--- config.mk ---
export PLATFORM = sky130hd
export DESIGN_NAME = lp2c_cell
export DESIGN_NICKNAME = d
export VERILOG_FILES = /design/src/design/lp2c_pkg.sv /design/src/design/lp2c_cell.sv
export SDC_FILE = /design/constraint.sdc
export NUM_CORES = 1
export LEC_CHECK = 0
export ABC_AREA = 1
export BUFFER_PORTS_ARGS = -buffer_cell sky130_fd_sc_hd__buf_2
export CAP_MARGIN = 20
export CORE_AREA = 3 3 189 284
export CTS_CLUSTER_DIAMETER = 40
export CTS_CLUSTER_SIZE = 10
export DETAILED_ROUTE_END_ITERATION = 10
export DIE_AREA = 0 0 192 287
export GPL_ROUTABILITY_DRIVEN = 0
export PLACE_DENSITY = 0.51
export SLEW_MARGIN = 20
export SYNTH_ARGS = -nofsm -noshare
export SYNTH_HDL_FRONTEND = slang
export SYNTH_SLANG_ARGS = --single-unit
export TNS_END_PERCENT = 20
--- constraint.sdc ---
create_clock -name aclk -period 9.4 [get_ports aclk]
set_clock_uncertainty 0.2 [all_clocks]
set_input_delay 2.82 -clock aclk [delete_from_list [all_inputs] [get_ports aclk]]
set_output_delay 2.82 -clock aclk [all_outputs]
set_load 0.05 [all_outputs]
--- src/design/lp2c_pkg.sv ---
// Shared types, constants and the arctangent table of the lidar point converter.
`timescale 1ns / 1ps

package lp2c_pkg;

    // Number of rotation cells in the chain (valid range 8 to 24)
    localparam int CORDIC_STAGES = 16;
    localparam int TABLE_LEN     = 24;
    localparam int STAGE_IDX_W   = $clog2(TABLE_LEN);

    // Field widths
    localparam int DIST_W   = 20;
    localparam int ANGLE_W  = 15;
    localparam int HEIGHT_W = 20;
    localparam int POS_W    = 21;
    localparam int MAXD_W   = 16;

    // Internal widths
    localparam int OFFS_W  = 21;   // signed radial offset
    localparam int GAIN_W  = 25;   // signed gain constant
    localparam int PROD_W  = OFFS_W + GAIN_W;
    localparam int CW      = 32;   // rotation datapath, x, y and residual angle
    localparam int REM_W   = 13;   // angle remainder below a quarter turn
    localparam int ROUND_W = 25;   // rounded component before saturation

    // Stream and register port widths
    localparam int S_TDATA_W  = 56;
    localparam int M_TDATA_W  = 64;
    localparam int APB_ADDR_W = 3;
    localparam int APB_DATA_W = 32;

    // Register indexes
    localparam logic REG_MAX_DIST = 1'b0;
    localparam logic [MAXD_W-1:0] MAX_DIST_RESET = 16'd12000;

    // Angle constants in 1/64 degree
    localparam logic [ANGLE_W-1:0] FULL_TURN     = 15'd23040;
    localparam logic [ANGLE_W-1:0] QUARTER_TURN  = 15'd5760;
    localparam logic [ANGLE_W-1:0] HALF_TURN     = 15'd11520;
    localparam logic [ANGLE_W-1:0] THREE_QUARTER = 15'd17280;

    // Gain compensation in Q24 and rounding constants
    localparam logic signed [GAIN_W-1:0] GAIN_Q24   = 25'sd10188014;
    localparam logic signed [PROD_W-1:0] PROD_ROUND = 46'sd32768;
    localparam logic signed [CW-1:0]     OUT_ROUND  = 32'sd128;

    localparam logic signed [ROUND_W-1:0] POS_MAX = 25'sd1048575;
    localparam logic signed [ROUND_W-1:0] POS_MIN = -25'sd1048576;

    // Quadrant codes
    localparam logic [1:0] QUAD_0 = 2'd0;
    localparam logic [1:0] QUAD_1 = 2'd1;
    localparam logic [1:0] QUAD_2 = 2'd2;
    localparam logic [1:0] QUAD_3 = 2'd3;

    // One beat in flight through the rotation chain
    typedef struct packed {
        logic                       ok;
        logic [1:0]                 quad;
        logic signed [HEIGHT_W-1:0] height;
        logic signed [CW-1:0]       x;
        logic signed [CW-1:0]       y;
        logic signed [CW-1:0]       z;
    } lp2c_item_t;

    // atan(2^-i) in units of 2^-22 degree
    function automatic logic signed [CW-1:0] atan_entry(input logic [STAGE_IDX_W-1:0] idx);
        logic signed [CW-1:0] v;
        begin
            case (idx)
                5'd0:    v = 32'sd188743680;
                5'd1:    v = 32'sd111421900;
                5'd2:    v = 32'sd58872272;
                5'd3:    v = 32'sd29884485;
                5'd4:    v = 32'sd15000234;
                5'd5:    v = 32'sd7507429;
                5'd6:    v = 32'sd3754631;
                5'd7:    v = 32'sd1877430;
                5'd8:    v = 32'sd938729;
                5'd9:    v = 32'sd469366;
                5'd10:   v = 32'sd234683;
                5'd11:   v = 32'sd117342;
                5'd12:   v = 32'sd58671;
                5'd13:   v = 32'sd29335;
                5'd14:   v = 32'sd14668;
                5'd15:   v = 32'sd7334;
                5'd16:   v = 32'sd3667;
                5'd17:   v = 32'sd1833;
                5'd18:   v = 32'sd917;
                5'd19:   v = 32'sd458;
                5'd20:   v = 32'sd229;
                5'd21:   v = 32'sd115;
                5'd22:   v = 32'sd57;
                5'd23:   v = 32'sd29;
                default: v = '0;
            endcase
            return v;
        end
    endfunction

endpackage

--- src/design/lp2c_cell.sv ---
// One rotation cell of the CORDIC chain.
`timescale 1ns / 1ps

module lp2c_cell
    import lp2c_pkg::*;
(
    input  logic                   aclk,
    input  logic                   aresetn,
    input  logic [STAGE_IDX_W-1:0] stage_idx,
    input  logic                   in_valid,
    output logic                   in_ready,
    input  lp2c_item_t             in_item,
    output logic                   out_valid,
    input  logic                   out_ready,
    output lp2c_item_t             out_item
);

    logic                 valid_reg;
    lp2c_item_t           item_reg, item_next;
    logic signed [CW-1:0] x_in, y_in, z_in;
    logic signed [CW-1:0] dx, dy, ang_step;
    logic                 adv;

    assign adv      = !valid_reg || out_ready;
    assign in_ready = adv;

    // Rotate toward zero residual angle with floor shifts
    always_comb begin
        x_in      = in_item.x;
        y_in      = in_item.y;
        z_in      = in_item.z;
        dx        = y_in >>> stage_idx;
        dy        = x_in >>> stage_idx;
        ang_step  = atan_entry(stage_idx);
        item_next = in_item;
        if (!z_in[CW-1]) begin
            item_next.x = x_in - dx;
            item_next.y = y_in + dy;
            item_next.z = z_in - ang_step;
        end else begin
            item_next.x = x_in + dx;
            item_next.y = y_in - dy;
            item_next.z = z_in + ang_step;
        end
    end

    always_ff @(posedge aclk) begin
        if (!aresetn) begin
            valid_reg <= 1'b0;
        end else if (adv) begin
            valid_reg <= in_valid;
        end
    end

    always_ff @(posedge aclk) begin
        if (adv) begin
            item_reg <= item_next;
        end
    end

    assign out_valid = valid_reg;
    assign out_item  = item_reg;

endmodule

Word level (Yosys, flattened, before mapping) --
Memory sizes are Yosys's and may differ from the RTL's. Index checks and enable logic that the tools add are counted. Widths: inputs -> output; s select.
Storage, ports and cells: register bits 120, ROM bits 896, output and inout bits 121, memories kept 1
Memories:
- (no name shown) | depth 32, width 28, rd ports 1, clocked after Yosys merged registers in 0, write ports 0, RTL line lp2c_pkg.sv:70 | case (idx)
Operators by class: add/subtract/negate cells 6, shift-type cells 2, mux-type cells 1, reductions and logical operators 2
Operators by type and width (count):
- $add 32x32->32 | 3
- $mux 96 | 1
- $sub 32x32->32 | 3
- $sshr 32x5->32 | 2
- $logic_not 1->1 | 1
- $logic_or 1x1->1 | 1

Longest topological paths before layout --
Gate-level depths: netlist of the first run.
word-level depth 3, mapped depth 34, gate-level depth less buffers 32

Worst setup path after synthesis of the first run --
OpenSTA, ideal clock, no wires.
path kind input port to output port, start input port out_ready, end output port in_ready, data arrival time 5.679 ns, data required time 6.380 ns, slack 0.701 ns, cell stages on the path 2, path through inv_1 > nand2_1
Between the ends: longest elaborated chain between the ends 1
RTL lines:
- start, declared | RTL line lp2c_cell.sv:14 | input logic out_ready,
- $logic_or 1x1->1 | RTL line lp2c_cell.sv:24 | assign adv = !valid_reg || out_ready;
- end, declared | RTL line lp2c_cell.sv:11 | output logic in_ready,
No other way between the ends.

==> results.json, run 1 <==
{
  "outcome": "finished clean",
  "r2r_slack_ps": 7280,
  "synth_largest_type_area_fraction": 0.232,
  "synthMostInstantiatedCell": "sky130_fd_sc_hd__nand2_1",
  "antenna_found_initial": 9,
  "critPathMaxStageDelay_ps": 400,
  "syn-cell-area_mm2": 0.0154,
  "finalWorstPathRequiredPeriod_ps": 7670,
  "worst_skew_pair.late_latency_ps": 460,
  "worst_r2r_startpoint": "out_valid",
  "worstMarginPinSlew_ps": 851,
  "cts.htree.levels": 4,
  "route.vias.total": 16300,
  "chipHeight_um": 287,
  "timing.critical_path.slowest_stage_cell": "sky130_fd_sc_hd__buf_2",
  "hold_depth": 2,
  "area_delta_synth_final_pct": 14.9,
  "final_min_period_over_clock_period": 0.816,
  "iteration_0_drc_markers": 1064,
  "remaining_drc_errors": 0,
  "design.portCount": 249,
  "seqPwrFrac": 0.250,
  "hpwl_reported_at_the_end_of_detailed_placement_um": 45700,
  "worst_case_headroom_to_the_max_slew_limit": 0.432,
  "maxCapViolations": 0,
  "cp_num_buf_inv": 4,
  "syn_avg_cell_area_um2": 6.57,
  "cts_inserted_buffers": 17,
  "syn_inst": 2343,
  "vdd.ir_drop.worst_mv": 0.126,
  "grt_overflow": 0,
  "worstPathRequired_ps": 9400,
  "min_delay_worst_endpoint": "out_valid",
  "crit_fanout": 36,
  "overall_fraction_of_global_route_tracks_in_use": 0.198,
  "netSwitchingFraction": 0.510,
  "avgRoutedWirePerCell_um": 17.1,
  "comb_power_share": 0.567,
  "synth.lib_cells_used.distinct": 54,
  "post-place-ws_ps": 1310,
  "clockBufferDepth": 2,
  "cts.repair_timing.setup_buffer_count": 0,
  "largest_net_degree_at_the_start_of_global_routing": 84,
  "synth.top_cells.by_count": "750 x sky130_fd_sc_hd__nand2_1, 331 x sky130_fd_sc_hd__nand3_1, 194 x sky130_fd_sc_hd__inv_1",
  "first_global_vias": 16000,
  "power_density_mw_per_mm2": 197,
  "core_region_area_mm2": 0.0514,
  "clk_pin_slew_ps": 60,
  "detail-route-antenna-nets": 0,
  "initial_utilization": 0.299,
  "die_width_um": 192,
  "vias_per_cell": 5.04,
  "clock_sink_count": 120,
  "row_count": 102,
  "switchingPower_mw": 1.78,
  "synth-edff-count": 119,
  "post_route_cells_drive_above_1_share": 0.154,
  "critPathLaunchType": "input port",
  "synthesis.nets": 2590,
  "cts_tree": "built",
  "max_freq_mhz": 130,
  "synth_sequential_area_ratio": 0.234,
  "synth-seq-cells": 120,
  "worst_hold_path_type": "flop to flop",
  "cts_root_buf": "sky130_fd_sc_hd__clkbuf_16",
  "placement.io_buffers": 248,
  "hold_viol": 0,
  "drv_slew": 0,
  "wirelength_um": 55400,
  "setup_viol": 0,
  "cell_internal_pwr_mw": 1.71,
  "grt_setup_unrepaired": "no",
  "crit_path_frequent_cell": "sky130_fd_sc_hd__nand2_1",
  "power.share.clock": 0.183,
  "synth_top_area_cell": "sky130_fd_sc_hd__edfxtp_1",
  "yosysWarningCount": 0,
  "r2r.worst_path.cells": 2,
  "fin_tns_setup_ps": 0,
  "grt_pass1_wl_um": 85000,
  "ys_async_sr_fraction": 0,
  "final_nets": 2793,
  "critical-path-top-delay-family": "simple AND/OR/NAND/NOR gates",
  "worst-endpoint-arrival_ps": 7670,
  "r2r_end": "out_item[48]",
  "yosys-top-cells-area": "sky130_fd_sc_hd__edfxtp_1 23%, sky130_fd_sc_hd__nand2_1 18%, sky130_fd_sc_hd__nand3_1 11%",
  "criticalPathCategory": "input port to flop",
  "cp-end-kind": "flop",
  "synth_top_flop_cell": "sky130_fd_sc_hd__edfxtp_1",
  "detail_route.first_pass.iterations": 7,
  "final_critical_path_setup_slack_ps": 1730,
  "die_area_mm2": 0.0551,
  "power.static_leakage_nw": 8.80,
  "hold_start": "out_valid",
  "cts_resized": 0,
  "cts_hold_repair.buffers": 0
}
## sequential cells by signal (all words and copies together) (netlist names)
signal     flops
out_item     119
out_valid      1
## cell usage in the layout (no fill, tap or decap), types with 4 or more instances in the layout
cell / synthesis / routed
sky130_fd_sc_hd__buf_2: 19 / 248
sky130_fd_sc_hd__o21ai_1: 8 / 8
sky130_fd_sc_hd__a21oi_1: 120 / 120
sky130_fd_sc_hd__o211ai_1: 11 / 11
sky130_fd_sc_hd__clkinvlp_4: 0 / 5
sky130_fd_sc_hd__nor2_2: 12 / 12
sky130_fd_sc_hd__inv_1: 194 / 194
sky130_fd_sc_hd__o21ai_0: 85 / 85
sky130_fd_sc_hd__a31oi_1: 17 / 17
sky130_fd_sc_hd__edfxtp_1: 119 / 119
sky130_fd_sc_hd__a211oi_1: 4 / 4
sky130_fd_sc_hd__nand3_1: 331 / 331
sky130_fd_sc_hd__nand2_1: 750 / 749
sky130_fd_sc_hd__nor2_4: 8 / 8
sky130_fd_sc_hd__xnor2_1: 49 / 49
sky130_fd_sc_hd__nand3b_1: 5 / 5
sky130_fd_sc_hd__a21boi_0: 5 / 5
sky130_fd_sc_hd__xor2_1: 103 / 103
sky130_fd_sc_hd__nor4_1: 7 / 7
sky130_fd_sc_hd__clkbuf_16: 0 / 17
sky130_fd_sc_hd__buf_4: 11 / 10
sky130_fd_sc_hd__ha_1: 116 / 116
sky130_fd_sc_hd__o21a_1: 15 / 15
sky130_fd_sc_hd__nand2_2: 29 / 29
sky130_fd_sc_hd__nand3_2: 15 / 15
sky130_fd_sc_hd__diode_2: 0 / 6
sky130_fd_sc_hd__inv_2: 19 / 20
sky130_fd_sc_hd__nor2_1: 159 / 159
sky130_fd_sc_hd__a21o_1: 7 / 7
sky130_fd_sc_hd__nand4_1: 16 / 16
sky130_fd_sc_hd__nand2_4: 4 / 5
sky130_fd_sc_hd__nor3_1: 22 / 22
sky130_fd_sc_hd__o21bai_1: 6 / 6
## logic make-up after synthesis
| family | share of synthesized area |
|---|---|
| buf+inv | 0.0833 |
| flops | 0.234 |
| fa+ha+maj | 0.0982 |
| simple gates | 0.391 |
| xor+xnor | 0.0865 |
| compound gates | 0.107 |
## power groups by stage
stage | sequential, mW | clock [mW] | combinational [mW]
floorplan | 1.51 | 0 | 0.872
global placement | 0.886 | 0 | 1.98
detailed placement | 0.885 | 0 | 1.98
CTS | 0.878 | 0.664 | 1.99
global route | 0.889 | 0.682 | 2.15
finish | 0.870 | 0.638 | 1.98
## stage by stage
stage | instances | power (mW) | utilization | instance area [um^2] | hold WS (ps)
3_5_place_dp | 3203 | 2.86 | 0.333 | 17100 | 823
6_report | 3241 | 3.48 | 0.344 | 17700 | 803
4_1_cts | 3235 | 3.53 | 0.344 | 17700 | 828
5_1_grt | 3240 | 3.73 | 0.344 | 17700 | 889
3_3_place_gp | 3203 | 2.87 | 0.333 | 17100 | 801
2_1_floorplan | 2343 | 2.38 | - | 15400 | 2720
## routing by layer
layer,global-route usage,up-vias,wire (um)
li1,-,8219,-
met1,0.234,7483,22800
met2,0.348,516,27500
met3,0.0300,109,2760
met4,0.0955,4,2340
met5,0,-,27
## worst max-delay path by stage
stage                      start            to  slack [ps]  cells after the start
floorplan              out_ready      in_ready         700                      2
global placement    stage_idx[2]  out_item[63]        1330                     27
detailed placement  stage_idx[2]  out_item[60]        1310                     27
CTS                 stage_idx[2]  out_item[60]        1800                     27
global route        stage_idx[2]  out_item[63]        1210                     27
finish              stage_idx[2]  out_item[60]        1730                     27
## worst register-to-register path, cell delays in order (launching register included)
cell	delay, ps
sky130_fd_sc_hd__dfxtp_1	330
sky130_fd_sc_hd__nand2_4	440
sky130_fd_sc_hd__buf_6	610
## cell type report
type                    count  area (um^2)
fillers                  5686        33700
multi-input cells        1931        10500
flip-flops and latches    120         3590
repair buffers            260         1350
well taps                 676          846
inverters                 216          816
clock buffers              21          450
clock inverters            11          100
diodes                      6         15.0
Power figures use the tool's default switching activity.
==> inputs of run 2 (changes only) <==
--- a/config.mk
+++ b/config.mk
@@ -14,7 +14,7 @@
 export DETAILED_ROUTE_END_ITERATION = 10
 export DIE_AREA = 0 0 192 287
 export GPL_ROUTABILITY_DRIVEN = 0
-export PLACE_DENSITY = 0.51
+export PLACE_DENSITY = 0.53
 export SLEW_MARGIN = 20
 export SYNTH_ARGS = -nofsm -noshare
 export SYNTH_HDL_FRONTEND = slang
==> constraint.sdc (replaced) <==
create_clock -name aclk -period 6.79 [get_ports aclk]
set_clock_uncertainty 0.2 [all_clocks]
set_input_delay 2.037 -clock aclk [delete_from_list [all_inputs] [get_ports aclk]]
set_output_delay 2.037 -clock aclk [all_outputs]
set_load 0.05 [all_outputs]
==> run 2 against run 1 <==
Worst setup slack got worse by 1300 ps. Count of clock-buffer cells in the layout down 4. Clock power rose by 49%. Power up 43%. Routed wire length is 2.3% higher. Sequential power up 38%. Cell count rose by 1.7%. Largest power group unchanged. Utilization up 1.1 points. Final area rose by 3.1%. Die area is the same. First-iteration DRC count increased by 30%. Via count grew 2.3%.
==> results.json, run 2 (synthesized netlist as in run 1, its figures left out) <==
{
  "largest_net_degree_at_the_start_of_global_routing": 61,
  "worst_skew_pair.late_latency_ps": 460,
  "critPathLaunchType": "input port",
  "initial_utilization": 0.299,
  "worst_case_headroom_to_the_max_slew_limit": 0.524,
  "chipHeight_um": 287,
  "placement.io_buffers": 248,
  "cp-end-kind": "flop",
  "drv_slew": 0,
  "setup_viol": 0,
  "die_width_um": 192,
  "critPathMaxStageDelay_ps": 560,
  "route.vias.total": 16700,
  "finalWorstPathRequiredPeriod_ps": 6400,
  "clk_pin_slew_ps": 60,
  "crit_fanout": 22,
  "detail_route.first_pass.iterations": 6,
  "crit_path_frequent_cell": "sky130_fd_sc_hd__nand2_1",
  "antenna_found_initial": 6,
  "detailroute.wirelength.met3_um": 2960,
  "vdd.ir_drop.worst_mv": 0.190,
  "route.layer.met1.wl_um": 22700,
  "grt_overflow": 0,
  "avgRoutedWirePerCell_um": 17.2,
  "cp-startpoint": "stage_idx[0]",
  "cts_hold_repair.buffers": 0,
  "core_region_area_mm2": 0.0514,
  "overall_fraction_of_global_route_tracks_in_use": 0.202,
  "grt_setup_unrepaired": "no",
  "hold_viol": 0,
  "wl_met2_um": 28300,
  "maxCapViolations": 0,
  "clock_sink_count": 120,
  "critical-path-top-delay-family": "simple AND/OR/NAND/NOR gates",
  "power_density_mw_per_mm2": 274,
  "wirelength_um": 56700,
  "cts_inserted_buffers": 17,
  "hold_start": "out_valid",
  "maxUsedRoutingLayer": "met5",
  "post_route_cells_drive_above_1_share": 0.174,
  "overall_power_consumption_mw": 4.99,
  "grt_pass1_wl_um": 87400,
  "area_delta_synth_final_pct": 18.5,
  "worst_r2r_startpoint": "out_valid",
  "criticalPathCategory": "input port to flop",
  "largest_register_ff_count": 119,
  "die_area_mm2": 0.0551,
  "remaining_drc_errors": 0,
  "clockBufferDepth": 2,
  "worstPathRequired_ps": 6790,
  "worst_hold_path_type": "flop to flop",
  "worst-endpoint-arrival_ps": 6410,
  "outcome": "finished clean",
  "cts.htree.levels": 4,
  "design.portCount": 249,
  "mostFrequentLayoutCells": "749 x sky130_fd_sc_hd__nand2_1, 331 x sky130_fd_sc_hd__nand3_1, 248 x sky130_fd_sc_hd__buf_2, 194 x sky130_fd_sc_hd__inv_1, 159 x sky130_fd_sc_hd__nor2_1",
  "power.static_leakage_nw": 9.14,
  "post-route-util": 0.355,
  "worstMarginPinSlew_ps": 706,
  "hpwl_reported_at_the_end_of_detailed_placement_um": 47100,
  "cp_num_buf_inv": 7,
  "detail-route-antenna-nets": 0,
  "cts_tree": "built",
  "max_freq_mhz": 156,
  "final_min_period_over_clock_period": 0.943,
  "row_count": 102,
  "first_global_vias": 16500,
  "layout_commonest_cell": "sky130_fd_sc_hd__nand2_1",
  "vias_per_cell": 5.07,
  "cts_root_buf": "sky130_fd_sc_hd__clkbuf_16",
  "iteration_0_drc_markers": 1381,
  "timing.critical_path.slowest_stage_cell": "sky130_fd_sc_hd__nor4_1",
  "final_nets": 2852
}
## run 2: changes by cell type in the layout (fill, tap and decap cells not counted), moves of 3 or more
cell                         before  now
sky130_fd_sc_hd__buf_4           10   65
sky130_fd_sc_hd__buf_12           1    6
sky130_fd_sc_hd__inv_6            1    5
sky130_fd_sc_hd__clkinvlp_4       5    0
sky130_fd_sc_hd__clkbuf_1         3    0
sky130_fd_sc_hd__diode_2          6    3
## run 2: final cells by class
type	instances	area, um^2
Fill cell	5640	33200
Multi-Input combinational cell	1931	10500
Timing Repair Buffer	319	1850
Clock inverter	15	166
Antenna cell	3	7.51
Inverter	216	816
Sequential cell	120	3590
Clock buffer	17	425
Tap cell	676	846
## run 2: per-stage QoR
stage          setup slack [ps]  cells  cell area [um^2]  hold WS, ps  setup TNS, ps
2_1_floorplan               805   2343             15400         1940              0
3_3_place_gp               -210   3261             17600          676           -243
3_5_place_dp               -251   3261             17600          687           -318
4_1_cts                     274   3293             18200          696              0
5_1_grt                    33.5   3297             18200          739              0
6_report                    386   3297             18200          658              0
## run 2: worst paths after layout
kind,cells after the start,endpoint,slack [ps]
min reg2reg,2,out_valid,660
max reg2reg,2,out_item[95],4880
max,31,out_item[93],390
min,2,out_valid,660
## run 2: tightest hold or removal path: cells and delay by family (launching register included)
family             cells  cell delay (ps)
DFF                    1              360
and+or+nand+nor        1              310
AOI/OAI and AO/OA      1              140
## run 2: timing repair
item	in CTS	in global routing
resized for setup	0	1
setup endpoints to repair	0	2
setup buffers	0	1
## run 2: power by group
group	internal, mW	switching [mW]
Sequential	1.13	0.0638
Combinational	0.780	2.06
Clock	0.549	0.404
## run 2: layer usage
| metal | track usage | vias up |
|---|---|---|
| li1 | - | 8321 |
| met1 | 0.235 | 7626 |
| met2 | 0.359 | 622 |
| met4 | 0.104 | 2 |
| met3 | 0.0270 | 143 |
| met5 | 0 | - |
