===== config.mk =====
export PLATFORM = sky130hd
export DESIGN_NAME = lp2c_prep
export DESIGN_NICKNAME = d
export VERILOG_FILES = /design/src/design/lp2c_pkg.sv /design/src/design/lp2c_prep.sv
export SDC_FILE = /design/constraint.sdc
export NUM_CORES = 1
export LEC_CHECK = 0
export ABC_AREA = 0
export BUFFER_PORTS_ARGS = -buffer_cell sky130_fd_sc_hd__buf_4
export CAP_MARGIN = 25
export CORE_ASPECT_RATIO = 0.5
export CORE_MARGIN = 2
export CORE_UTILIZATION = 56
export CTS_BUF_LIST = sky130_fd_sc_hd__clkbuf_4 sky130_fd_sc_hd__clkbuf_8
export DETAILED_ROUTE_END_ITERATION = 6
export PLACE_DENSITY = 0.87
export SLEW_MARGIN = 30
export SYNTH_ARGS = -nofsm -noshare
export SYNTH_HDL_FRONTEND = slang
export SYNTH_SLANG_ARGS = --single-unit

===== constraint.sdc =====
create_clock -name aclk -period 6.75 [get_ports aclk]
set_input_delay 1.35 -clock aclk [delete_from_list [all_inputs] [get_ports aclk]]
set_output_delay 1.35 -clock aclk [all_outputs]
set_load 0.005 [all_outputs]

===== src/design/lp2c_pkg.sv =====
// Shared types, constants and the arctangent table of the lidar point converter.
`timescale 1ns / 1ps

package lp2c_pkg;

    // Number of rotation cells in the chain (valid range 8 to 24)
    localparam int CORDIC_STAGES = 16;
    localparam int TABLE_LEN     = 24;
    localparam int STAGE_IDX_W   = $clog2(TABLE_LEN);

    // Field widths
    localparam int DIST_W   = 20;
    localparam int ANGLE_W  = 15;
    localparam int HEIGHT_W = 20;
    localparam int POS_W    = 21;
    localparam int MAXD_W   = 16;

    // Internal widths
    localparam int OFFS_W  = 21;   // signed radial offset
    localparam int GAIN_W  = 25;   // signed gain constant
    localparam int PROD_W  = OFFS_W + GAIN_W;
    localparam int CW      = 32;   // rotation datapath, x, y and residual angle
    localparam int REM_W   = 13;   // angle remainder below a quarter turn
    localparam int ROUND_W = 25;   // rounded component before saturation

    // Stream and register port widths
    localparam int S_TDATA_W  = 56;
    localparam int M_TDATA_W  = 64;
    localparam int APB_ADDR_W = 3;
    localparam int APB_DATA_W = 32;

    // Register indexes
    localparam logic REG_MAX_DIST = 1'b0;
    localparam logic [MAXD_W-1:0] MAX_DIST_RESET = 16'd12000;

    // Angle constants in 1/64 degree
    localparam logic [ANGLE_W-1:0] FULL_TURN     = 15'd23040;
    localparam logic [ANGLE_W-1:0] QUARTER_TURN  = 15'd5760;
    localparam logic [ANGLE_W-1:0] HALF_TURN     = 15'd11520;
    localparam logic [ANGLE_W-1:0] THREE_QUARTER = 15'd17280;

    // Gain compensation in Q24 and rounding constants
    localparam logic signed [GAIN_W-1:0] GAIN_Q24   = 25'sd10188014;
    localparam logic signed [PROD_W-1:0] PROD_ROUND = 46'sd32768;
    localparam logic signed [CW-1:0]     OUT_ROUND  = 32'sd128;

    localparam logic signed [ROUND_W-1:0] POS_MAX = 25'sd1048575;
    localparam logic signed [ROUND_W-1:0] POS_MIN = -25'sd1048576;

    // Quadrant codes
    localparam logic [1:0] QUAD_0 = 2'd0;
    localparam logic [1:0] QUAD_1 = 2'd1;
    localparam logic [1:0] QUAD_2 = 2'd2;
    localparam logic [1:0] QUAD_3 = 2'd3;

    // One beat in flight through the rotation chain
    typedef struct packed {
        logic                       ok;
        logic [1:0]                 quad;
        logic signed [HEIGHT_W-1:0] height;
        logic signed [CW-1:0]       x;
        logic signed [CW-1:0]       y;
        logic signed [CW-1:0]       z;
    } lp2c_item_t;

    // atan(2^-i) in units of 2^-22 degree
    function automatic logic signed [CW-1:0] atan_entry(input logic [STAGE_IDX_W-1:0] idx);
        logic signed [CW-1:0] v;
        begin
            case (idx)
                5'd0:    v = 32'sd188743680;
                5'd1:    v = 32'sd111421900;
                5'd2:    v = 32'sd58872272;
                5'd3:    v = 32'sd29884485;
                5'd4:    v = 32'sd15000234;
                5'd5:    v = 32'sd7507429;
                5'd6:    v = 32'sd3754631;
                5'd7:    v = 32'sd1877430;
                5'd8:    v = 32'sd938729;
                5'd9:    v = 32'sd469366;
                5'd10:   v = 32'sd234683;
                5'd11:   v = 32'sd117342;
                5'd12:   v = 32'sd58671;
                5'd13:   v = 32'sd29335;
                5'd14:   v = 32'sd14668;
                5'd15:   v = 32'sd7334;
                5'd16:   v = 32'sd3667;
                5'd17:   v = 32'sd1833;
                5'd18:   v = 32'sd917;
                5'd19:   v = 32'sd458;
                5'd20:   v = 32'sd229;
                5'd21:   v = 32'sd115;
                5'd22:   v = 32'sd57;
                5'd23:   v = 32'sd29;
                default: v = '0;
            endcase
            return v;
        end
    endfunction

endpackage


===== src/design/lp2c_prep.sv =====
// Front end: range check, radial offset, angle reduction and gain multiply.
`timescale 1ns / 1ps

module lp2c_prep
    import lp2c_pkg::*;
(
    input  logic                       aclk,
    input  logic                       aresetn,
    input  logic [MAXD_W-1:0]          max_dist,
    input  logic                       in_valid,
    output logic                       in_ready,
    input  logic [DIST_W-1:0]          in_dist,
    input  logic [ANGLE_W-1:0]         in_angle,
    input  logic signed [HEIGHT_W-1:0] in_height,
    output logic                       out_valid,
    input  logic                       out_ready,
    output lp2c_item_t                 out_item
);

    logic                       s1_valid_reg;
    logic                       s1_ok_reg, s1_ok_next;
    logic signed [OFFS_W-1:0]   s1_offs_reg, s1_offs_next;
    logic [1:0]                 s1_quad_reg, s1_quad_next;
    logic [REM_W-1:0]           s1_rem_reg, s1_rem_next;
    logic signed [HEIGHT_W-1:0] s1_height_reg;

    logic                       s2_valid_reg;
    logic                       s2_ok_reg;
    logic signed [PROD_W-1:0]   s2_prod_reg, s2_prod_next;
    logic [1:0]                 s2_quad_reg;
    logic [REM_W-1:0]           s2_rem_reg;
    logic signed [HEIGHT_W-1:0] s2_height_reg;

    logic                       adv1, adv2;
    logic [ANGLE_W-1:0]         ang_red;
    logic [ANGLE_W-1:0]         quad_base;
    logic [ANGLE_W-1:0]         rem_full;
    logic signed [PROD_W-1:0]   x_round;

    // Each stage moves when empty or when the next one takes its beat
    assign adv2     = !s2_valid_reg || out_ready;
    assign adv1     = !s1_valid_reg || adv2;
    assign in_ready = adv1;

    // Range check, offset from rotation center, split angle into quadrant and remainder
    always_comb begin
        s1_ok_next   = (in_dist <= {max_dist, 4'b0000});
        s1_offs_next = $signed({2'b00, max_dist, 3'b000}) - $signed({1'b0, in_dist});
        ang_red      = (in_angle >= FULL_TURN) ? (in_angle - FULL_TURN) : in_angle;
        if (ang_red >= THREE_QUARTER) begin
            s1_quad_next = QUAD_3;
            quad_base    = THREE_QUARTER;
        end else if (ang_red >= HALF_TURN) begin
            s1_quad_next = QUAD_2;
            quad_base    = HALF_TURN;
        end else if (ang_red >= QUARTER_TURN) begin
            s1_quad_next = QUAD_1;
            quad_base    = QUARTER_TURN;
        end else begin
            s1_quad_next = QUAD_0;
            quad_base    = '0;
        end
        rem_full    = ang_red - quad_base;
        s1_rem_next = rem_full[REM_W-1:0];
    end

    // Scale the offset by the CORDIC gain
    assign s2_prod_next = s1_offs_reg * GAIN_Q24;

    always_ff @(posedge aclk) begin
        if (!aresetn) begin
            s1_valid_reg <= 1'b0;
            s2_valid_reg <= 1'b0;
        end else begin
            if (adv1) s1_valid_reg <= in_valid;
            if (adv2) s2_valid_reg <= s1_valid_reg;
        end
    end

    always_ff @(posedge aclk) begin
        if (adv1) begin
            s1_ok_reg     <= s1_ok_next;
            s1_offs_reg   <= s1_offs_next;
            s1_quad_reg   <= s1_quad_next;
            s1_rem_reg    <= s1_rem_next;
            s1_height_reg <= in_height;
        end
        if (adv2) begin
            s2_ok_reg     <= s1_ok_reg;
            s2_prod_reg   <= s2_prod_next;
            s2_quad_reg   <= s1_quad_reg;
            s2_rem_reg    <= s1_rem_reg;
            s2_height_reg <= s1_height_reg;
        end
    end

    // Round the scaled offset to 8 fraction bits and seed the rotation
    assign x_round = (s2_prod_reg + PROD_ROUND) >>> 16;

    always_comb begin
        out_item.ok     = s2_ok_reg;
        out_item.quad   = s2_quad_reg;
        out_item.height = s2_height_reg;
        out_item.x      = x_round[CW-1:0];
        out_item.y      = '0;
        out_item.z      = {3'b000, s2_rem_reg, 16'h0000};
    end

    assign out_valid = s2_valid_reg;

endmodule


-- Yosys cells after proc, flatten, opt, wreduce, memory -nomap -nowiden
Index checks and enable logic that the tools add are counted.
- bits in latches: 0
- memories: 0
- bits in writable memories: 0
- register bits: 140
- input port bits: 75
- ROM bits: 0
- word-level logic and storage cells: 34
- output and inout port bits: 121
- shift-type cells: 0
- multiply operators: 1
- equality and inequality tests: 0
- div/mod/pow operators: 0
- bitwise logic cells: 0
- muxes and demuxes: 6
- magnitude comparators: 5
- reductions and logical operators: 5
- $add $sub $neg: 4
- operator list (kind ; number):
    $add A46 B17 Y46 const B ; 1
    $mul A21 B24 Y45 const B ; 1
    $mux W13 ; 3
    $ge A15 B15 Y1 const B ; 2
    $sub A19 B20 Y21 ; 1
    $le A20 B20 Y1 ; 1
    $ge A15 B13 Y1 const B ; 1
    $ge A15 B14 Y1 const B ; 1
    $mux W15 ; 1
    $sub A15 B15 Y15 const B ; 1
    $sub A13 B13 Y13 ; 1
    $logic_not A1 Y1 ; 2
    $logic_or A1 B1 Y1 ; 2
    $mux W1 ; 2
    $reduce_or A2 Y1 ; 1

-- Longest topological paths before layout
Gate-level depths: netlist (run 1).
- depth after elaboration: 7
- depth in mapped cells: 22
- depth with buffers taken out: 22

-- Worst setup path before layout (run 1)
Ideal clock, no wire load.
- path type: register to register
- from: register s1_offs_reg[3]
- to: register s2_prod_reg[45], data pin
- stages on the path, launching flop included: 21
- data required time: 6.495 ns
- setup slack: 0.485 ns
- buffers on the path: 0
- library setup time: 0.255 ns
- period minus slack after synthesis: 6.265 ns
- arrival: 6.010 ns
- cells stage by stage: edfxtp_1 ha_1 fa_1 inv_1 fa_1 inv_1 fa_1 fa_1 fa_1 inv_1 fa_1 inv_1 ha_1 a21o_1 a41oi_1 a211o_1 nand3_1 o21ai_1 a311oi_2 or4_1 and3_1
- longest elaborated chain between the ends: 1
- RTL lines (item ; RTL line ; source):
    start: declaration ; lp2c_prep.sv:22 ; logic signed [OFFS_W-1:0] s1_offs_reg, s1_offs_next;
    start signal: assignment ; lp2c_prep.sv:83 ; s1_offs_reg <= s1_offs_next;
    $mul A21 B24 Y45 ; lp2c_prep.sv:68 ; assign s2_prod_next = s1_offs_reg * GAIN_Q24;
    via s2_prod_next[45] ; lp2c_prep.sv:29 ; logic signed [PROD_W-1:0] s2_prod_reg, s2_prod_next;
    end signal: assignment ; lp2c_prep.sv:90 ; s2_prod_reg <= s2_prod_next;
    end: declaration ; lp2c_prep.sv:29 ;
The timed path passes the listed nets, and every way through them passes these cells.
A chain may end at the register's enable or synchronous reset.

-- Worst setup path in the final report (run 1)
- from: register s1_offs_reg[10]
- to: register s2_prod_reg[38], data pin
Same word-level chain as after synthesis.

==> impl_metrics.sql, run 1 <==
INSERT INTO impl_metrics (metric_group, metric, value, unit) VALUES
('clock_tree', 'cts_buffer_depth', '2', ''),
('timing', 'hold_viol', '0', ''),
('floorplan', 'floorplan.rows', '42', ''),
('timing', 'setup_violations', '0', ''),
('synth', 'synth.top_cells.by_area', 'sky130_fd_sc_hd__fa_1, sky130_fd_sc_hd__edfxtp_1, sky130_fd_sc_hd__ha_1, sky130_fd_sc_hd__inv_1, sky130_fd_sc_hd__xnor2_1', ''),
('clock_tree', 'clock_tree_from_tritoncts', 'done', ''),
('synth', 'post_synthesis_register_bit_count', '126', ''),
('floorplan', 'die_w', '239', 'um'),
('clock_tree', 'cts-buffers-inserted', '17', ''),
('timing', 'finalClockSkew', '28.8', 'ps'),
('clock_tree', 'worstSkewPairLatency', '500', 'ps'),
('clock_tree', 'clkSinkCount', '126', ''),
('critical_path', 'worstSetupEndpointType', 'register', ''),
('grt', 'global_router_s_overall_resource_usage', '25.5', '%'),
('placement', 'number_of_i_o_port_buffers', '144', ''),
('timing', 'worstMarginPinSlew', '777', 'ps'),
('timing', 'worst_slew_margin_relative_to_its_limit', '48.2', '%'),
('timing', 'max_freq', '150', 'MHz'),
('clock_tree', 'clk_pin_slew', '80', 'ps'),
('clock_tree', 'ctsHtreeMaxLevel', '4', ''),
('final_layout', 'design.final.nets', '2107', ''),
('floorplan', 'die_h', '122', 'um'),
('timing', 'rsz_0062_raised_after_global_routing', 'yes', ''),
('status', 'outcome', 'finished clean', ''),
('critical_path', 'worstRegToRegCells', '19', ''),
('placement', 'gp_congestion', '1.06', ''),
('critical_path', 'criticalPathCategory', 'register to register', ''),
('synth', 'synth_common_cells', 'sky130_fd_sc_hd__inv_1, sky130_fd_sc_hd__ha_1, sky130_fd_sc_hd__fa_1', ''),
('route', 'wire_length_after_detailed_routing', '34.8', 'mm'),
('grt', 'grt_pass1_wl', '55.7', 'mm'),
('final_layout', 'num-fill-cells', '2059', ''),
('synth', 'yosysWarningCount', '0', ''),
('floorplan', 'placeable_core_area', '26800', 'um2'),
('synth', 'ys_dominant_reg_cell', 'sky130_fd_sc_hd__edfxtp_1', ''),
('critical_path', 'worst_ep_arrival_time', '6880', 'ps'),
('grt', 'largest_net_degree_at_the_start_of_global_routing', '58', ''),
('route', 'drc_viols', '0', ''),
('final_layout', 'largest_register_ffs', '31', ''),
('grt', 'antenna_found_initial', '0', ''),
('critical_path', 'crit_required', '6980', 'ps'),
('clock_tree', 'cts.root.buffer_cell', 'sky130_fd_sc_hd__clkbuf_8', ''),
('floorplan', 'num_io_pins', '196', ''),
('final_layout', 'drive_above_1_share', '15.4', '%'),
('route', 'firstDrtPassIters', '5', ''),
('route', 'detail_route.iter0.violations', '678', ''),
('hold_path', 'worstHoldPathCells', '0', ''),
('synth', 'mean_instance_size_in_the_synthesized_netlist', '11.1', 'um2'),
('final_layout', 'layout.core_utilization', '64.9', '%'),
('final_layout', 'insertedDiodeCount', '0', ''),
('run', 'max_cap_violations', '0', ''),
('synth', 'synthDistinctLibCells', '71', ''),
('final_layout', 'syn2layout_area_growth', '12.3', '%'),
('critical_path', 'timing.critical_path.from_type', 'register', ''),
('synth', 'synth_edf_count', '124', ''),
('synth', 'yosysTopAreaCellShare', '26.5', '%'),
('synth', 'synth.most_common_cell', 'sky130_fd_sc_hd__inv_1', ''),
('route', 'vias', '10300', ''),
('hold_path', 'hold_path_class', 'register to register', ''),
('synth', 'syn-instance-count', '1399', ''),
('timing', 'period_needed', '6660', 'ps'),
('placement', 'placement.cell_area', '16900', 'um2'),
('floorplan', 'die-area', '29100', 'um2'),
('floorplan', 'initial_core_util', '57.7', '%'),
('synth', 'synth_largest_area_cell', 'sky130_fd_sc_hd__fa_1', ''),
('final_layout', 'multi_input_comb_area', '10300', 'um2'),
('route', 'post_drt_via_cell_ratio', '5.28', ''),
('synth', 'ys_async_sr_fraction', '0', '%'),
('synth', 'synth.cell_area', '15500', 'um2'),
('synth', 'seq_area_frac_synth', '24.3', '%'),
('timing', 'timing.final.crit_share', '98.6', '%'),
('timing', 'totalNegativeSetupSlack', '0', 'ps'),
('final_layout', 'sequential_cell_area', '3760', 'um2'),
('timing', 'final-max-slew-violation-count', '0', ''),
('grt', 'grt_pass1_vias', '10800', ''),
('final_layout', 'finalInstanceArea', '17400', 'um2'),
('route', 'antenna_violating_nets_post_route', '0', ''),
('critical_path', 'worstPathMaxFanout', '7', ''),
('grt', 'globalRoute.totalOverflow', '0', ''),
('route', 'wl_per_cell', '17.9', 'um'),
('placement', 'place.detailed.hpwl', '29.8', 'mm');
==> worst max-delay path, stage by stage, from the launching register on <==
cell                       delay, ps
sky130_fd_sc_hd__edfxtp_1        490
sky130_fd_sc_hd__buf_4           190
sky130_fd_sc_hd__fa_1            500
sky130_fd_sc_hd__inv_1            80
sky130_fd_sc_hd__fa_1            490
sky130_fd_sc_hd__inv_1            80
sky130_fd_sc_hd__fa_1            560
sky130_fd_sc_hd__fa_1            450
sky130_fd_sc_hd__fa_1            520
sky130_fd_sc_hd__fa_1            520
sky130_fd_sc_hd__fa_1            560
sky130_fd_sc_hd__ha_2            330
sky130_fd_sc_hd__a21oi_1         170
sky130_fd_sc_hd__o21ai_0         140
sky130_fd_sc_hd__a211oi_2        270
sky130_fd_sc_hd__o21ai_1         130
sky130_fd_sc_hd__or2_1           240
sky130_fd_sc_hd__o41a_1          430
sky130_fd_sc_hd__a21oi_2         180
sky130_fd_sc_hd__xnor2_1          80
==> logic make-up after synthesis <==
logic type               count (synthesis)  share of synthesized area (%)
multiplexers                             1                         0.0647
AND/OR/NAND/NOR                        178                           5.98
adder cells (fa/ha/maj)                448                           46.2
buffers and inverters                  393                           10.9
other                                    1                         0.0242
XOR/XNOR                                83                           4.75
AO/OA/AOI/OAI                          169                           7.80
flip-flops                             126                           24.3
==> per-stage QoR <==
stage / hold slack [ps] / setup WS (ps) / instances
detailed placement: 405 / 178 / 1905
global placement: 401 / 245 / 1905
floorplan: 400 / 485 / 1449
CTS: 421 / 85.1 / 1937
finish: 421 / 94.5 / 1949
global route: 434 / -36.0 / 1949
==> layer usage <==
metal,share of wire (%),GRT usage (%)
met3,9.1,8.84
met4,2.4,8.28
met2,45,40.5
met1,43,33.0
met5,0,0
==> area by class of cell <==
cell class	instances	share of cell area, %
Clock buffer	18	1.39
Multi-Input combinational cell	930	59.0
Tap cell	352	2.53
Timing Repair Buffer	172	7.43
Sequential cell	126	21.6
Inverter	337	7.28
Clock inverter	14	0.698
==> worst paths after layout <==
check / from / end / slack, ps
min reg2reg: s1_height_reg[15]$_DFFE_PP_ / s2_height_reg[15]$_DFFE_PP_ / 420
max: s1_offs_reg[10]$_DFFE_PP_ / s2_prod_reg[38]$_DFFE_PP_ / 90
max reg2reg: s1_offs_reg[10]$_DFFE_PP_ / s2_prod_reg[38]$_DFFE_PP_ / 90
min: s1_height_reg[15]$_DFFE_PP_ / s2_height_reg[15]$_DFFE_PP_ / 420
==> cell usage in the layout, fill, tap and decap left out, drive strengths merged, types with 4 or more instances in the layout <==
cell,count
nor2b,4
o211ai,8
ha,243
nand2b,7
nand3,21
inv,346
nor2,36
a31oi,4
nor3,10
or3,4
conb,51
buf,172
and4,4
xnor2,58
nand4,20
xor2,25
o21bai,4
and3,7
a21o,24
and2,4
a41oi,4
o21a,7
edfxtp,124
nand2,43
clkbuf,18
a21oi,58
a21boi,4
a211oi,4
o21ai,31
fa,205
or2,6
==> what timing repair did <==
action / in CTS / in global routing
endpoints found under the setup margin: 0 / 9
buffers inserted: 0 / 12
gates resized for setup: 0 / 9
hold buffers: 0 / 0
Power of run 1 is left out: the tool's default activity adds up to more than one toggle a clock period on the data nets, which glitch-free logic cannot reach.
==> inputs of run 2 (changes only) <==
Settings changed: ABC_AREA 0 to 1, CTS_CLUSTER_DIAMETER set to 40, PLACE_DENSITY 0.87 to 0.86.
==> run 2 against run 1 <==
  * Via count up 21%
  * Die area up 7.8%
  * Final cell count up 21%
  * Highest routed layer is now met5
  * Cell area up 6.6%
  * Maximum frequency up 5.2%
  * Core utilization down 1.4 points
  * Routed wire length up 25%
  * Worst setup slack better by 330 ps
  * Global-route usage up 3.6 points
  * Critical endpoint is now s2_prod_reg[39]$_DFFE_PP_
  * Synthesized cell count up 27%
  * Clock-buffer cell count down 1
==> impl_metrics.sql, run 2 <==
INSERT INTO impl_metrics (metric_group, metric, value, unit) VALUES
('clock_tree', 'post_cts_setup_inserts', '0', ''),
('timing', 'hold_viol', '0', ''),
('route', 'wl_per_cell', '18.5', 'um'),
('clock_tree', 'worstSkewPairLatency', '500', 'ps'),
('placement', 'placed_cells_incl_taps', '2317', ''),
('synth', 'synth.top_cells.by_area', 'sky130_fd_sc_hd__fa_1, sky130_fd_sc_hd__edfxtp_1, sky130_fd_sc_hd__ha_1, sky130_fd_sc_hd__inv_1, sky130_fd_sc_hd__nand2_1', ''),
('grt', 'global_router_s_overall_resource_usage', '29.1', '%'),
('critical_path', 'worst_r2r_startpoint', 's1_offs_reg[3]$_DFFE_PP_', ''),
('synth', 'ys_dominant_reg_cell', 'sky130_fd_sc_hd__edfxtp_1', ''),
('clock_tree', 'cts_buffer_depth', '2', ''),
('timing', 'finalClockSkew', '18.9', 'ps'),
('hold_path', 'hold_path_class', 'register to register', ''),
('synth', 'post_synth_fa_ha_maj_area_fraction', '42.7', '%'),
('synth', 'syn-instance-count', '1783', ''),
('synth', 'yosysTopAreaCellShare', '24.6', '%'),
('final_layout', 'syn2layout_area_growth', '10.9', '%'),
('synth', 'synthDistinctLibCells', '42', ''),
('critical_path', 'critical_path.top_delay_family', 'adder cells', ''),
('synth', 'combinational_family_with_the_most_area_after_synthesis', 'adder cells', ''),
('placement', 'gp_congestion', '1.05', ''),
('floorplan', 'die_h', '126', 'um'),
('synth', 'synth.cell_area', '16700', 'um2'),
('timing', 'postLayoutSetupSlackWorst', '422', 'ps'),
('hold_path', 'hold_path_end', 's2_height_reg[13]$_DFFE_PP_', ''),
('critical_path', 'worstRegToRegCells', '20', ''),
('critical_path', 'r2r_setup_slack', '420', 'ps'),
('clock_tree', 'cts-buffers-inserted', '17', ''),
('timing', 'worstMarginPinSlew', '787', 'ps'),
('placement', 'place.detailed.hpwl', '37.4', 'mm'),
('final_layout', 'layout.core_utilization', '63.5', '%'),
('run', 'max_cap_violations', '0', ''),
('clock_tree', 'cts.hold.buffers_added', '0', ''),
('synth', 'ys_async_sr_fraction', '0', '%'),
('route', 'firstDrtPassIters', '5', ''),
('clock_tree', 'cts.root.buffer_cell', 'sky130_fd_sc_hd__clkbuf_8', ''),
('route', 'drc_viols', '0', ''),
('timing', 'period_needed', '6330', 'ps'),
('critical_path', 'crit_slowest_cell', 'sky130_fd_sc_hd__fa_1', ''),
('timing', 'totalNegativeSetupSlack', '0', 'ps'),
('synth', 'post_synth_xor_area_fraction', '4.14', '%'),
('floorplan', 'initial_core_util', '57.3', '%'),
('synth', 'mean_instance_size_in_the_synthesized_netlist', '9.37', 'um2'),
('route', 'detail_route.iter0.violations', '876', ''),
('synth', 'yosysWarningCount', '0', ''),
('final_layout', 'most-common-layout-cells', 'sky130_fd_sc_hd__inv_1, sky130_fd_sc_hd__ha_1, sky130_fd_sc_hd__nand2_1', ''),
('critical_path', 'criticalPathCategory', 'register to register', ''),
('final_layout', 'largest_register_ffs', '31', ''),
('route', 'antenna_violating_nets_post_route', '0', ''),
('grt', 'antenna_found_initial', '0', ''),
('timing', 'worst_slew_margin_relative_to_its_limit', '47.5', '%'),
('placement', 'number_of_i_o_port_buffers', '144', ''),
('critical_path', 'worst_ep_arrival_time', '6650', 'ps'),
('route', 'post_drt_via_cell_ratio', '5.31', ''),
('floorplan', 'placeable_core_area', '29200', 'um2'),
('timing', 'final-max-slew-violation-count', '0', ''),
('route', 'wire_length_after_detailed_routing', '43.4', 'mm'),
('critical_path', 'timing.critical_path.from_type', 'register', ''),
('synth', 'post_synth_and_or_nand_nor_area_fraction', '11.9', '%'),
('final_layout', 'final-instance-count-excl-fill', '2349', ''),
('floorplan', 'die-area', '31300', 'um2'),
('clock_tree', 'ctsHtreeMaxLevel', '4', ''),
('grt', 'globalRoute.totalOverflow', '0', ''),
('synth', 'multiplexer_share_of_the_synthesized_area', '0', '%'),
('clock_tree', 'clock_tree_from_tritoncts', 'done', ''),
('critical_path', 'worst-path-buf-inv', '5', ''),
('critical_path', 'crit_required', '7070', 'ps'),
('grt', 'grt_pass1_wl', '68.9', 'mm'),
('synth', 'synth_compound_area_share', '6.30', '%'),
('clock_tree', 'clk_pin_slew', '100', 'ps'),
('hold_path', 'worstHoldPathCells', '0', ''),
('final_layout', 'drive_above_1_share', '11.3', '%'),
('clock_tree', 'cts_repair_resize_count', '0', ''),
('floorplan', 'floorplan.rows', '44', ''),
('grt', 'largest_net_degree_at_the_start_of_global_routing', '59', ''),
('critical_path', 'worstPathMaxFanout', '7', ''),
('synth', 'synth_edf_count', '124', ''),
('grt', 'grt_pass1_vias', '13000', ''),
('synth', 'seq_area_frac_synth', '22.5', '%'),
('final_layout', 'insertedDiodeCount', '0', ''),
('critical_path', 'worstSetupEndpointType', 'register', ''),
('synth', 'synth_common_cells', 'sky130_fd_sc_hd__inv_1, sky130_fd_sc_hd__ha_1, sky130_fd_sc_hd__nand2_1', ''),
('synth', 'synth.most_common_cell', 'sky130_fd_sc_hd__inv_1', ''),
('timing', 'setup_violations', '0', ''),
('synth', 'synth_largest_area_cell', 'sky130_fd_sc_hd__fa_1', ''),
('timing', 'rsz_0062_raised_after_global_routing', 'no', ''),
('floorplan', 'die_w', '248', 'um'),
('route', 'vias', '12500', ''),
('hold_path', 'hold_start', 's1_height_reg[13]$_DFFE_PP_', ''),
('critical_path', 'path_cells', 'ha_1, fa_1, inv_1, fa_1, inv_1, fa_1, fa_1, fa_1, inv_1, fa_1, inv_1, ha_1, nand2_1, nor2_1, inv_1, nor2_1, and3_1, nand3_1, nand4_1, xor2_1', ''),
('placement', 'pre_cts_ws', '411', 'ps'),
('synth', 'post_synthesis_register_bit_count', '126', ''),
('critical_path', 'max_stage_delay_on_crit_path', '600', 'ps'),
('critical_path', 'crit_top_cell', 'sky130_fd_sc_hd__fa_1', ''),
('critical_path', 'endpoint_of_the_lowest_slack_register_to_register_path', 's2_prod_reg[39]$_DFFE_PP_', ''),
('final_layout', 'layout.cells.most_common', 'sky130_fd_sc_hd__inv_1', ''),
('timing', 'max_freq', '158', 'MHz'),
('floorplan', 'num_io_pins', '196', ''),
('status', 'outcome', 'finished clean', ''),
('timing', 'timing.final.crit_share', '93.7', '%'),
('clock_tree', 'clkSinkCount', '126', ''),
('final_layout', 'design.final.nets', '2468', '');
==> run 2: worst max path at each step <==
stage	slack, ps	endpoint	depth (start not counted)	startpoint
floorplan	1150	s2_prod_reg[32]$_DFFE_PP_	21	s1_offs_reg[3]$_DFFE_PP_
global placement	420	s2_prod_reg[40]$_DFFE_PP_	17	s1_offs_reg[10]$_DFFE_PP_
detailed placement	410	s2_prod_reg[40]$_DFFE_PP_	17	s1_offs_reg[3]$_DFFE_PP_
CTS	360	s2_prod_reg[40]$_DFFE_PP_	19	s1_offs_reg[15]$_DFFE_PP_
global route	80	s2_prod_reg[37]$_DFFE_PP_	23	s1_offs_reg[3]$_DFFE_PP_
finish	420	s2_prod_reg[39]$_DFFE_PP_	20	s1_offs_reg[3]$_DFFE_PP_
==> run 2: metal layers <==
metal	part of all wire (%)	track usage [%]
met5	0.094	1.08
met4	2.5	7.49
met3	8.9	7.42
met2	46	48.0
met1	42	38.4
==> run 2: layout make-up <==
class / count / area (um2)
Sequential cell: 126 / 3760
Timing Repair Buffer: 147 / 1100
Inverter: 443 / 1660
Tap cell: 391 / 489
Clock buffer: 17 / 234
Multi-Input combinational cell: 1210 / 11100
Clock inverter: 15 / 193
Fill cell: 2366 / 10600
==> run 2: cell families after synthesis <==
kind of cell	count (synthesis)
AOI/OAI and AO/OA	180
xor gates and xnor gates	79
adders and majority gates	448
buffers and inverters	497
DFF	126
other	1
and+or+nand+nor	452
==> run 2: worst reg2reg max path, delay by kind of cell (launching register included) <==
kind	cells	cell delay, ps
adder cells (fa/ha/maj)	8	4050
XOR/XNOR	1	210
buffers and inverters	5	350
flip-flops	1	570
AND/OR/NAND/NOR	6	970
==> run 2: metrics by stage <==
step	area (um2)	hold slack, ps
2_1_floorplan	16900	400
3_3_place_gp	18100	401
3_5_place_dp	18100	405
4_1_cts	18500	411
5_1_grt	18500	414
6_report	18500	413
Power of run 2 is left out for the same reason.
==> inputs of run 3 (changes only) <==
Settings changed: CORE_MARGIN 2 to 1.5.
==> run 3 against run 2 <==
  * Clock-buffer cell count unchanged
  * Flip-flop and latch count unchanged
  * Non-clock buffer count decreased by 1
  * Global-route usage decreased by 0.11 points
  * First-iteration DRC count increased by 2.2%
  * Highest routed layer is now met4
==> impl_metrics.sql, run 3 (synthesized netlist as in run 2, its figures left out) <==
INSERT INTO impl_metrics (metric_group, metric, value, unit) VALUES
('final_layout', 'largest_register_ffs', '31', ''),
('final_layout', 'syn2layout_area_growth', '10.7', '%'),
('clock_tree', 'cts-buffers-inserted', '17', ''),
('route', 'antenna_violating_nets_post_route', '0', ''),
('clock_tree', 'worstSkewPairLatency', '500', 'ps'),
('timing', 'timing.final.crit_share', '95.6', '%'),
('hold_path', 'hold_start', 's1_height_reg[8]$_DFFE_PP_', ''),
('timing', 'finalHoldWorstSlack', '414', 'ps'),
('timing', 'totalNegativeSetupSlack', '0', 'ps'),
('final_layout', 'design.final.nets', '2467', ''),
('final_layout', 'insertedDiodeCount', '0', ''),
('timing', 'period_needed', '6460', 'ps'),
('run', 'max_cap_violations', '0', ''),
('final_layout', 'layout.cells.most_common', 'sky130_fd_sc_hd__inv_1', ''),
('grt', 'antenna_found_initial', '0', ''),
('critical_path', 'crit_required', '6990', 'ps'),
('grt', 'global_router_s_overall_resource_usage', '29.0', '%'),
('clock_tree', 'ctsHtreeMaxLevel', '4', ''),
('route', 'drc_viols', '0', ''),
('critical_path', 'worst_r2r_startpoint', 's1_offs_reg[6]$_DFFE_PP_', ''),
('timing', 'hold_viol', '0', ''),
('critical_path', 'worstPathMaxFanout', '5', ''),
('route', 'firstDrtPassIters', '5', ''),
('final_layout', 'layout.core_utilization', '63.4', '%'),
('route', 'post_drt_via_cell_ratio', '5.31', ''),
('final_layout', 'num-fill-cells', '2398', ''),
('grt', 'largest_net_degree_at_the_start_of_global_routing', '59', ''),
('route', 'wl_per_cell', '18.3', 'um'),
('critical_path', 'criticalPathCategory', 'register to register', ''),
('floorplan', 'die-area', '31000', 'um2'),
('floorplan', 'die_w', '247', 'um'),
('clock_tree', 'clkSinkCount', '126', ''),
('critical_path', 'worst_ep_arrival_time', '6690', 'ps'),
('route', 'detail_route.iter0.violations', '895', ''),
('clock_tree', 'clk_pin_slew', '90', 'ps'),
('status', 'outcome', 'finished clean', ''),
('floorplan', 'die_h', '125', 'um'),
('timing', 'max_freq', '155', 'MHz'),
('clock_tree', 'cts_buffer_depth', '2', ''),
('timing', 'worst_slew_margin_relative_to_its_limit', '47.0', '%'),
('placement', 'place.detailed.hpwl', '37.2', 'mm'),
('critical_path', 'worstSetupEndpointType', 'register', ''),
('floorplan', 'placeable_core_area', '29200', 'um2'),
('grt', 'grt_pass1_vias', '13000', ''),
('placement', 'number_of_i_o_port_buffers', '144', ''),
('timing', 'setup_violations', '0', ''),
('grt', 'globalRoute.totalOverflow', '0', ''),
('clock_tree', 'cts.root.buffer_cell', 'sky130_fd_sc_hd__clkbuf_8', ''),
('hold_path', 'hold_path_class', 'register to register', ''),
('final_layout', 'drive_above_1_share', '11.1', '%'),
('floorplan', 'num_io_pins', '196', ''),
('clock_tree', 'cts.hold.buffers_added', '0', ''),
('timing', 'final-max-slew-violation-count', '0', ''),
('clock_tree', 'clock_tree_from_tritoncts', 'done', ''),
('route', 'wire_length_after_detailed_routing', '43.0', 'mm'),
('final_layout', 'multi_input_comb_area', '11100', 'um2'),
('critical_path', 'worstSetupStartpoint', 's1_offs_reg[6]$_DFFE_PP_', ''),
('route', 'vias', '12500', ''),
('clock_tree', 'cts_repair_resize_count', '0', ''),
('timing', 'worstMarginPinSlew', '795', 'ps'),
('critical_path', 'r2r_setup_slack', '290', 'ps'),
('final_layout', 'most-common-layout-cells', 'sky130_fd_sc_hd__inv_1, sky130_fd_sc_hd__ha_1, sky130_fd_sc_hd__nand2_1', ''),
('final_layout', 'sequential_cell_area', '3760', 'um2'),
('floorplan', 'floorplan.rows', '44', ''),
('grt', 'grt_pass1_wl', '68.1', 'mm'),
('placement', 'gp_congestion', '1.03', ''),
('timing', 'finalClockSkew', '14.8', 'ps'),
('critical_path', 'timing.critical_path.from_type', 'register', ''),
('timing', 'rsz_0062_raised_after_global_routing', 'no', ''),
('clock_tree', 'post_cts_setup_inserts', '0', ''),
('floorplan', 'initial_core_util', '57.3', '%');
run 3: final timing paths:
kind	end	depth (start not counted)
setup / recovery	s2_prod_reg[40]$_DFFE_PP_	17
setup reg to reg	s2_prod_reg[40]$_DFFE_PP_	17
hold / removal	s2_height_reg[8]$_DFFE_PP_	0
hold reg to reg	s2_height_reg[8]$_DFFE_PP_	0
run 3: layout make-up:
class                           instances  share of cell area, %
Clock buffer                           17                   1.26
Clock inverter                         15                  0.947
Inverter                              443                   8.99
Multi-Input combinational cell       1210                   59.9
Sequential cell                       126                   20.3
Tap cell                              391                   2.64
Timing Repair Buffer                  146                   5.92
run 3: per-stage QoR:
stage / std cells / instance area (um2) / worst slack, ps
2_1_floorplan: 1833 / 16900 / 1150
3_3_place_gp: 2316 / 18100 / 582
3_5_place_dp: 2316 / 18100 / 500
4_1_cts: 2348 / 18500 / 414
5_1_grt: 2348 / 18500 / 135
6_report: 2348 / 18500 / 295
run 3: per-layer routing:
layer	global-route usage [%]	up-vias	wire (um)
met2	47.8	550	20000
met3	8.05	94	3930
met1	37.1	5946	17800
met4	9.09	0	1200
li1	-	5880	-
met5	0	-	0
run 3: critical path: stages (launching register included):
cell and delay [ps]:
sky130_fd_sc_hd__edfxtp_1 510, sky130_fd_sc_hd__ha_1 530, sky130_fd_sc_hd__inv_1 110, sky130_fd_sc_hd__fa_1 540
sky130_fd_sc_hd__inv_1 80, sky130_fd_sc_hd__fa_1 530, sky130_fd_sc_hd__fa_1 440, sky130_fd_sc_hd__fa_1 570
sky130_fd_sc_hd__fa_1 570, sky130_fd_sc_hd__fa_1 450, sky130_fd_sc_hd__ha_1 420, sky130_fd_sc_hd__nand2_1 150
sky130_fd_sc_hd__nor2_1 190, sky130_fd_sc_hd__inv_1 100, sky130_fd_sc_hd__nor4_1 540, sky130_fd_sc_hd__nand4_1 160
sky130_fd_sc_hd__nand3_1 210, sky130_fd_sc_hd__xor2_1 100
Power of run 3 is left out for the same reason.
